==> src/rtl/chac_pkg.sv <==
`timescale 1ns / 1ps
`default_nettype none
// ----------------------------------------------------------------------------
// chac_pkg: shared types and constants of the closest hit alpha compositor
// Opcodes, sequencer states, multiplier widths and reciprocal constants.
// ----------------------------------------------------------------------------
package chac_pkg;

  localparam int unsigned COORD_BITS_DEF = 32;

  typedef enum logic [1:0] {
    OP_BEGIN  = 2'd0,
    OP_SETEND = 2'd1,
    OP_HIT    = 2'd2,
    OP_FINISH = 2'd3
  } opcode_e;

  typedef enum logic [3:0] {
    ST_IDLE,
    ST_DISPATCH,
    ST_DIR,
    ST_KEEP,
    ST_KMUL,
    ST_KLATCH,
    ST_CHAN,
    ST_TMUL,
    ST_TDIV,
    ST_TDONE,
    ST_DONE
  } state_e;

  // shared multiplier operand and product widths
  localparam int unsigned MUL_A_W = 24;
  localparam int unsigned MUL_B_W = 25;
  localparam int unsigned MUL_P_W = MUL_A_W + MUL_B_W;

  localparam logic [7:0]  ALPHA_FULL = 8'd255;
  localparam logic [15:0] K_FULL     = 16'd65025;

  // floor(x / 65025) = (x * RECIP_K) >> SHIFT_K, exact for x < 255 * 65025 + 1
  localparam logic [MUL_B_W-1:0] RECIP_K = 25'd16909061;
  localparam int unsigned        SHIFT_K = 40;
  // floor(x / 255) = (x * RECIP_A) >> SHIFT_A, exact for x <= 65025
  localparam logic [MUL_B_W-1:0] RECIP_A = 25'd65794;
  localparam int unsigned        SHIFT_A = 24;

  // channel phases of the finish sequence and the last axis of the hit compare
  localparam logic [2:0] PH_LAST = 3'd4;
  localparam logic [1:0] CH_LAST = 2'd2;
  localparam logic [1:0] AX_LAST = 2'd2;

endpackage
`default_nettype wire

==> src/rtl/chac_mul.sv <==
`timescale 1ns / 1ps
`default_nettype none
// ----------------------------------------------------------------------------
// chac_mul: shared registered multiplier
// Unsigned 24 x 25 bit product, registered when enabled.
// ----------------------------------------------------------------------------
module chac_mul
  import chac_pkg::*;
(
  input  wire logic               clk_i,
  input  wire logic               en_i,
  input  wire logic [MUL_A_W-1:0] a_i,
  input  wire logic [MUL_B_W-1:0] b_i,
  output logic      [MUL_P_W-1:0] p_o
);

  logic [MUL_P_W-1:0] p_q;

  always_ff @(posedge clk_i) begin
    if (en_i) begin
      p_q <= MUL_P_W'(a_i) * MUL_P_W'(b_i);
    end
  end

  assign p_o = p_q;

endmodule
`default_nettype wire

==> src/rtl/closest_hit_alpha_compositor.sv <==
`timescale 1ns / 1ps
`default_nettype none
// ----------------------------------------------------------------------------
// closest_hit_alpha_compositor: per-ray closest hit and front-to-back blend
// Keeps the closest acceptable hit of a ray and blends it into the colour
// accumulator on finish, one shared multiplier doing all products.
// ----------------------------------------------------------------------------
//  channel | handshake             | payload
//  --------+-----------------------+---------------------------------------
//  in      | in_valid_i/in_ready_o | opcode, position, hit distance/colour
//  out     | out_valid_o/out_ready_i | accumulated colour, alpha, escaping
//
// One beat in, one beat out. An offered hit compares one axis a cycle;
// finish runs through the single multiplier: 2 products and 2 reciprocal
// products per colour channel plus 3 for the alpha terms.
// A finished result waits in the output register; the next beat is taken
// meanwhile. Reset gives the ray state its idle values, no clearing pass.
// ----------------------------------------------------------------------------
module closest_hit_alpha_compositor
  import chac_pkg::*;
#(
  parameter int unsigned COORD_BITS = COORD_BITS_DEF
) (
  input  wire logic               clk_i,
  input  wire logic               rst_ni,
  input  wire logic               in_valid_i,
  output logic                    in_ready_o,
  input  wire logic [1:0]         opcode_i,
  input  wire logic signed [31:0] pos_x_i,
  input  wire logic signed [31:0] pos_y_i,
  input  wire logic signed [31:0] pos_z_i,
  input  wire logic [31:0]        hit_distance_i,
  input  wire logic [7:0]         hit_red_i,
  input  wire logic [7:0]         hit_green_i,
  input  wire logic [7:0]         hit_blue_i,
  input  wire logic [7:0]         hit_alpha_i,
  input  wire logic               ignore_direction_i,
  input  wire logic               move_origin_i,
  output logic                    out_valid_o,
  input  wire logic               out_ready_i,
  output logic [7:0]              acc_red_o,
  output logic [7:0]              acc_green_o,
  output logic [7:0]              acc_blue_o,
  output logic [7:0]              remaining_alpha_o,
  output logic                    escaping_o
);

  function automatic logic above(input logic [COORD_BITS-1:0] a,
                                 input logic [COORD_BITS-1:0] b);
    return $signed(a) > $signed(b);
  endfunction

  // sequencer
  state_e state_q, state_d;
  logic   out_valid_q, out_valid_d;
  logic   in_fire, out_load;

  // captured beat
  opcode_e               op_q;
  logic [COORD_BITS-1:0] pos_q [3];
  logic [31:0]           dist_q;
  logic [7:0]            hc_q [3];
  logic [7:0]            ha_q;
  logic                  ign_q, mov_q;

  // ray state
  logic [COORD_BITS-1:0] org_q  [3];
  logic [COORD_BITS-1:0] end_q  [3];
  logic [COORD_BITS-1:0] kpos_q [3];
  logic [31:0]           kd_q;
  logic [7:0]            kc_q [3];
  logic [7:0]            ka_q;
  logic [7:0]            acc_q [3];
  logic [7:0]            ta_q;
  logic                  esc_q;

  // sequencing and scratch
  logic [1:0]  ax_q, ch_q;
  logic [2:0]  ph_q;
  logic        dir_ok_q;
  logic [15:0] k_q;
  logic [7:0]  q1_q;

  // shared multiplier
  logic               mul_en;
  logic [MUL_A_W-1:0] mul_a;
  logic [MUL_B_W-1:0] mul_b;
  logic [MUL_P_W-1:0] mul_p;

  logic [7:0] quot_k, quot_a;
  logic [8:0] chan_sum;
  logic       keep_hit;

  chac_mul u_mul (
    .clk_i (clk_i),
    .en_i  (mul_en),
    .a_i   (mul_a),
    .b_i   (mul_b),
    .p_o   (mul_p)
  );

  assign quot_k   = 8'(mul_p >> SHIFT_K);
  assign quot_a   = 8'(mul_p >> SHIFT_A);
  assign chan_sum = {1'b0, q1_q} + {1'b0, quot_k};
  assign keep_hit = (ign_q || dir_ok_q) && (dist_q <= kd_q) && (ha_q != 8'd0);
  assign in_fire  = in_valid_i && in_ready_o;

  // next state
  always_comb begin
    state_d = state_q;
    case (state_q)
      ST_IDLE:     if (in_fire) state_d = ST_DISPATCH;
      ST_DISPATCH: begin
        case (op_q)
          OP_HIT:    state_d = ST_DIR;
          OP_FINISH: state_d = ST_KMUL;
          default:   state_d = ST_DONE;
        endcase
      end
      ST_DIR:      if (ax_q == AX_LAST) state_d = ST_KEEP;
      ST_KEEP:     state_d = ST_DONE;
      ST_KMUL:     state_d = ST_KLATCH;
      ST_KLATCH:   state_d = ST_CHAN;
      ST_CHAN:     if (ph_q == PH_LAST && ch_q == CH_LAST) state_d = ST_TMUL;
      ST_TMUL:     state_d = ST_TDIV;
      ST_TDIV:     state_d = ST_TDONE;
      ST_TDONE:    state_d = ST_DONE;
      ST_DONE:     if (!out_valid_q || out_ready_i) state_d = ST_IDLE;
      default:     state_d = ST_IDLE;
    endcase
  end

  // outputs of the sequencer
  always_comb begin
    in_ready_o = 1'b0;
    out_load   = 1'b0;
    mul_en     = 1'b0;
    mul_a      = '0;
    mul_b      = '0;
    case (state_q)
      ST_IDLE: in_ready_o = 1'b1;
      ST_KMUL: begin
        mul_en = 1'b1;
        mul_a  = MUL_A_W'(ka_q);
        mul_b  = MUL_B_W'(ta_q);
      end
      ST_CHAN: begin
        mul_en = (ph_q != PH_LAST);
        case (ph_q)
          3'd0: begin
            mul_a = MUL_A_W'(kc_q[ch_q]);
            mul_b = MUL_B_W'(k_q);
          end
          3'd2: begin
            mul_a = MUL_A_W'(acc_q[ch_q]);
            mul_b = MUL_B_W'(K_FULL - k_q);
          end
          default: begin
            mul_a = mul_p[MUL_A_W-1:0];
            mul_b = RECIP_K;
          end
        endcase
      end
      ST_TMUL: begin
        mul_en = 1'b1;
        mul_a  = MUL_A_W'(ta_q);
        mul_b  = MUL_B_W'(ALPHA_FULL - ka_q);
      end
      ST_TDIV: begin
        mul_en = 1'b1;
        mul_a  = mul_p[MUL_A_W-1:0];
        mul_b  = RECIP_A;
      end
      ST_DONE: out_load = !out_valid_q || out_ready_i;
      default: ;
    endcase
  end

  assign out_valid_d = out_load ? 1'b1 : (out_ready_i ? 1'b0 : out_valid_q);

  // beat capture, scratch and output payload, no reset needed
  always_ff @(posedge clk_i) begin
    if (in_fire) begin
      op_q     <= opcode_e'(opcode_i);
      pos_q[0] <= COORD_BITS'($unsigned(pos_x_i));
      pos_q[1] <= COORD_BITS'($unsigned(pos_y_i));
      pos_q[2] <= COORD_BITS'($unsigned(pos_z_i));
      dist_q   <= hit_distance_i;
      hc_q[0]  <= hit_red_i;
      hc_q[1]  <= hit_green_i;
      hc_q[2]  <= hit_blue_i;
      ha_q     <= hit_alpha_i;
      ign_q    <= ignore_direction_i;
      mov_q    <= move_origin_i;
    end
    if (state_q == ST_KLATCH) k_q <= mul_p[15:0];
    if (state_q == ST_CHAN && ph_q == 3'd2) q1_q <= quot_k;
    if (out_load) begin
      acc_red_o         <= acc_q[0];
      acc_green_o       <= acc_q[1];
      acc_blue_o        <= acc_q[2];
      remaining_alpha_o <= ta_q;
      escaping_o        <= esc_q;
    end
  end

  always_ff @(posedge clk_i or negedge rst_ni) begin
    if (!rst_ni) begin
      state_q     <= ST_IDLE;
      out_valid_q <= 1'b0;
      ax_q        <= '0;
      ch_q        <= '0;
      ph_q        <= '0;
      dir_ok_q    <= 1'b1;
      for (int i = 0; i < 3; i++) begin
        org_q[i]  <= '0;
        end_q[i]  <= '0;
        kpos_q[i] <= '0;
        kc_q[i]   <= '0;
        acc_q[i]  <= '0;
      end
      kd_q  <= '1;
      ka_q  <= ALPHA_FULL;
      ta_q  <= ALPHA_FULL;
      esc_q <= 1'b1;
    end else begin
      state_q     <= state_d;
      out_valid_q <= out_valid_d;
      case (state_q)
        ST_IDLE: begin
          ax_q     <= '0;
          ch_q     <= '0;
          ph_q     <= '0;
          dir_ok_q <= 1'b1;
        end
        ST_DISPATCH: begin
          case (op_q)
            OP_BEGIN: begin
              for (int i = 0; i < 3; i++) begin
                org_q[i]  <= pos_q[i];
                kpos_q[i] <= pos_q[i];
                acc_q[i]  <= '0;
                kc_q[i]   <= '0;
              end
              ta_q  <= ALPHA_FULL;
              ka_q  <= ALPHA_FULL;
              kd_q  <= '1;
              esc_q <= 1'b1;
            end
            OP_SETEND: begin
              for (int i = 0; i < 3; i++) end_q[i] <= pos_q[i];
            end
            OP_FINISH: begin
              if (mov_q) begin
                for (int i = 0; i < 3; i++) org_q[i] <= kpos_q[i];
              end
            end
            default: ;
          endcase
        end
        ST_DIR: begin
          if (above(end_q[ax_q], org_q[ax_q]) != above(pos_q[ax_q], org_q[ax_q])) begin
            dir_ok_q <= 1'b0;
          end
          ax_q <= ax_q + 2'd1;
        end
        ST_KEEP: begin
          if (keep_hit) begin
            kd_q <= dist_q;
            ka_q <= ha_q;
            for (int i = 0; i < 3; i++) begin
              kpos_q[i] <= pos_q[i];
              kc_q[i]   <= hc_q[i];
            end
          end
        end
        ST_CHAN: begin
          if (ph_q == PH_LAST) begin
            acc_q[ch_q] <= chan_sum[8] ? ALPHA_FULL : chan_sum[7:0];
            ph_q        <= '0;
            ch_q        <= ch_q + 2'd1;
          end else begin
            ph_q <= ph_q + 3'd1;
          end
        end
        ST_TDONE: begin
          ta_q <= quot_a;
          if (quot_a == 8'd0) esc_q <= 1'b0;
        end
        default: ;
      endcase
    end
  end

  assign out_valid_o = out_valid_q;

endmodule
`default_nettype wire

==> config.mk <==
export PLATFORM = sky130hd
export DESIGN_NAME = closest_hit_alpha_compositor
export DESIGN_NICKNAME = d
export VERILOG_FILES = /design/src/rtl/chac_pkg.sv /design/src/rtl/chac_mul.sv /design/src/rtl/closest_hit_alpha_compositor.sv
export SDC_FILE = /design/constraint.sdc
export NUM_CORES = 2
export LEC_CHECK = 0
export BUFFER_PORTS_ARGS = -buffer_cell sky130_fd_sc_hd__buf_2
export CORE_ASPECT_RATIO = 0.8
export CORE_MARGIN = 1
export CORE_UTILIZATION = 40
export CTS_CLUSTER_DIAMETER = 60
export DETAILED_ROUTE_END_ITERATION = 8
export PLACE_DENSITY = 0.58
export RECOVER_POWER = 50
export SYNTH_ARGS = -nofsm -noshare
export SYNTH_HDL_FRONTEND = slang
export SYNTH_SLANG_ARGS = --single-unit
==> constraint.sdc <==
create_clock -name clk_i -period 15.1 [get_ports clk_i]
set_input_delay 3.02 -clock clk_i [delete_from_list [all_inputs] [get_ports clk_i]]
set_output_delay 3.02 -clock clk_i [all_outputs]
set_load 0.005 [all_outputs]
==> summary.txt <==
Run status
  – Status: finished, violations left
  – Violations in the final reports: max-capacitance violations, max-slew violations

Yosys
  – FF+latch count, synth: 659
  – Register area share after synthesis: 0.3824
  – Post-synthesis cell count: 4278
  – Dominant synthesized flop cell: dfrtp_1
  – Mux share of post-synthesis cell area: 0.09221
  – EDFF count, synth: 261
  – Mean Syn Cell Area: 10.92 µm²
  – Largest family of logic cells by synthesized area: adder cells
  – Xor/xnor share of the synthesized area: 0.007501
  – Synth unique cells: 82
  – Adder-cell share of the synthesized area: 0.2813
  – Yosys warns: 0
  – Fraction of registers with async set or reset after synthesis: 0.6039
  – Post-synthesis simple-gate area fraction: 0.08404
  – Post-synthesis cell area: 46700 µm²
  – Post-synthesis compound-gate area fraction: 0.07764

Clock network
  – Root Driver: clkbuf_16
  – Post_cts resized: 0
  – H-tree levels: 3
  – TritonCTS clock tree: built
  – CTS Hold Buffers Added: 0
  – Post-CTS Setup Bufs: 0
  – Reg clk slew, reported paths: 0.07 ns
  – Clock Latency Late Sink: 0.62 ns
  – Clk sinks: 659
  – Clock buffer depth: 3
  – CTS Buf Count: 67

Die
  – Row count: 111
  – Initial Util: 0.4056
  – Die Y-Extent: 307.6 µm
  – Die width: 384.0 µm
  – Die area: 118100 µm²
  – I/O Pins: 203
  – CORE AREA: 115100 µm²

Worst setup path
  – Arrival time at the worst endpoint: 11.30 ns
  – R2R Path Start: state_q[1]
  – Critical path required time: 15.47 ns
  – Worst path max stage delay: 0.89 ns
  – Critical Path Source Type: flip-flop
  – CP Max Fanout: 38
  – Setup CP Type: reg2reg
  – R2R setup slack: 4.16 ns
  – Worst reg2reg path depth: 28
  – CP max-delay cell: or2_2
  – Critical Path Sink Type: flip-flop
  – Most used cell along the critical path: fa_1
  – RR Endpoint: u_mul.p_o[45]

STA
  – Final Skew: 0.02663 ns
  – Final setup TNS: 0 ns
  – Worst-margin pin slew: 6.943 ns
  – Highest Clock Rate: 91.42 MHz
  – Crit path time final: 10.94 ns
  – Slew HR: -3.629
  – Unrepaired setup endpoints after global routing: false
  – Crit share post-route: 0.7244
  – Final setup fails: 0
  – Final slew viol count: 601
  – Final Hold Viols: 0
  – Worst hold margin: 0.4577 ns

Run
  – Max-cap violations: 9

GRT
  – Grt ovf: 0
  – Pin count of the biggest net entering global routing: 155
  – Antenna violations before repair: 12
  – GRT Total Usage: 0.2037
  – First-pass GRT wire length: 185.1 mm
  – Vias in the first global route: 31800

Hold path
  – Hold Path Stages: 0
  – Hold endpoint: k_q[3]
  – Hold Crit Class: reg2reg
  – Hold_sp: u_mul.p_o[3]

Cells and area
  – Commonest non-fill, non-tap cells in the layout: 742 x inv_1, 480 x fa_1, 411 x nand2_1, 347 x dfrtp_1, 282 x ha_1
  – Layout net count: 5525
  – Commonest non-fill, non-tap cell in the layout: inv_1
  – Layout cells sized above 1: 0.1185
  – Layout area overhead: 11.61%

Drt
  – Vias per inst: 5.001
  – Total number of vias: 30880
  – DRC errors left: 0
  – WL/cell: 18.84 µm
  – TritonRoute pass-1 iters: 7
  – First DRT Iteration DRCs: 2065
  – Drt total wl: 116.3 mm
  – Antenna-violating nets left: 0

Power
  – Pwr dens: 237.5 nW/µm²
  – Total power: 12.38 mW
  – Maximum VDD drop: 0.4611 mV
  – P_leak: 24.59 nW

Placement
  – IO Port Bufs: 202
  – GPL Wtd Cong: 0.9135
  – Post-DP HPWL: 87.63 mm
[per-layer routing]
layer	share of wire	wire length, µm	GRT usage
met1	0.48	56210	0.3067
met2	0.42	49270	0.2955
met3	0.078	9125	0.05289
met4	0.014	1675	0.03623
met5	0.00045	52	0
[how the worst max path moves through the flow]
stage,startpoint,end,slack [ns]
after detailed placement,state_q[1],u_mul.p_o[45],4.43
after global placement,state_q[0],u_mul.p_o[45],4.71
final,state_q[1],u_mul.p_o[45],4.16
after CTS,state_q[1],u_mul.p_o[45],4.37
after floorplan,ph_q[0],u_mul.p_o[45],6.80
after global routing,state_q[1],u_mul.p_o[45],3.67
[worst max-delay path, delay by kind of cell, from the launching register on]
kind                     cells  cell delay (ns)
flip-flops                   1             0.71
adder cells (fa/ha/maj)      8             3.99
AO/OA/AOI/OAI                8             2.08
buffers and inverters        5             0.33
AND/OR/NAND/NOR              7             3.56
[report_power, final]
part	leakage (nW)	internal, mW	switching [mW]
combinational	16.2	2.94	4.39
sequential	7.28	2.82	0.492
clock	1.12	1.02	0.725
[sequential cells by signal, indices dropped and copies added, names as in the netlist, 16 cells and up]
register / count
org_q: 96
kpos_q: 96
k_q: 16
kc_q: 24
end_q: 96
kd_q: 32
u_mul.p_o: 40
hc_q: 24
acc_q: 24
dist_q: 32
pos_q: 96
[Yosys cell counts, types with 28 or more instances]
library cell  number  share of area
inv_1            742          0.060
fa_1             480           0.21
nand2_1          413          0.033
dfrtp_1          348           0.19
ha_1             282          0.076
o21ai_0          277          0.030
edfxtp_1         261           0.17
nor2_1           218          0.018
mux2i_1          212          0.045
mux2_2           194          0.047
a21oi_1          118          0.013
clkbuf_1         115         0.0092
nand3_1           82         0.0088
dfstp_2           50          0.028
and2_1            42         0.0056
a21o_1            41         0.0066
a31oi_1           41         0.0055
buf_2             28         0.0030
[final cells by class]
class / instances / area (µm²)
antenna: 1 / 2.502
sequential: 659 / 17860
fill: 10870 / 63010
tap: 1525 / 1908
clock buffer: 101 / 2019
multi-input combinational: 2884 / 26070
clock inverter: 21 / 266.5
timing repair buffer: 240 / 1206
inverter: 743 / 2789
[logic make-up after synthesis]
family | count (synthesis)
simple gates | 895
xor+xnor | 40
fa+ha+maj | 762
compound gates | 605
other cells | 2
flops | 659
buf+inv | 909
mux | 406
[through the flow]
| step | instances | worst slack (ns) | cell area [µm²] | util |
|---|---|---|---|---|
| after global placement | 6051 | 4.714 | 49980 | 0.4341 |
| after detailed placement | 6051 | 4.430 | 49980 | 0.4341 |
| final | 6174 | 4.162 | 52130 | 0.4527 |
| after floorplan | 4452 | 6.798 | 47360 | - |
| after CTS | 6173 | 4.370 | 52270 | 0.4540 |
| after global routing | 6173 | 3.674 | 52120 | 0.4527 |
Power figures use the tool's default switching activity.
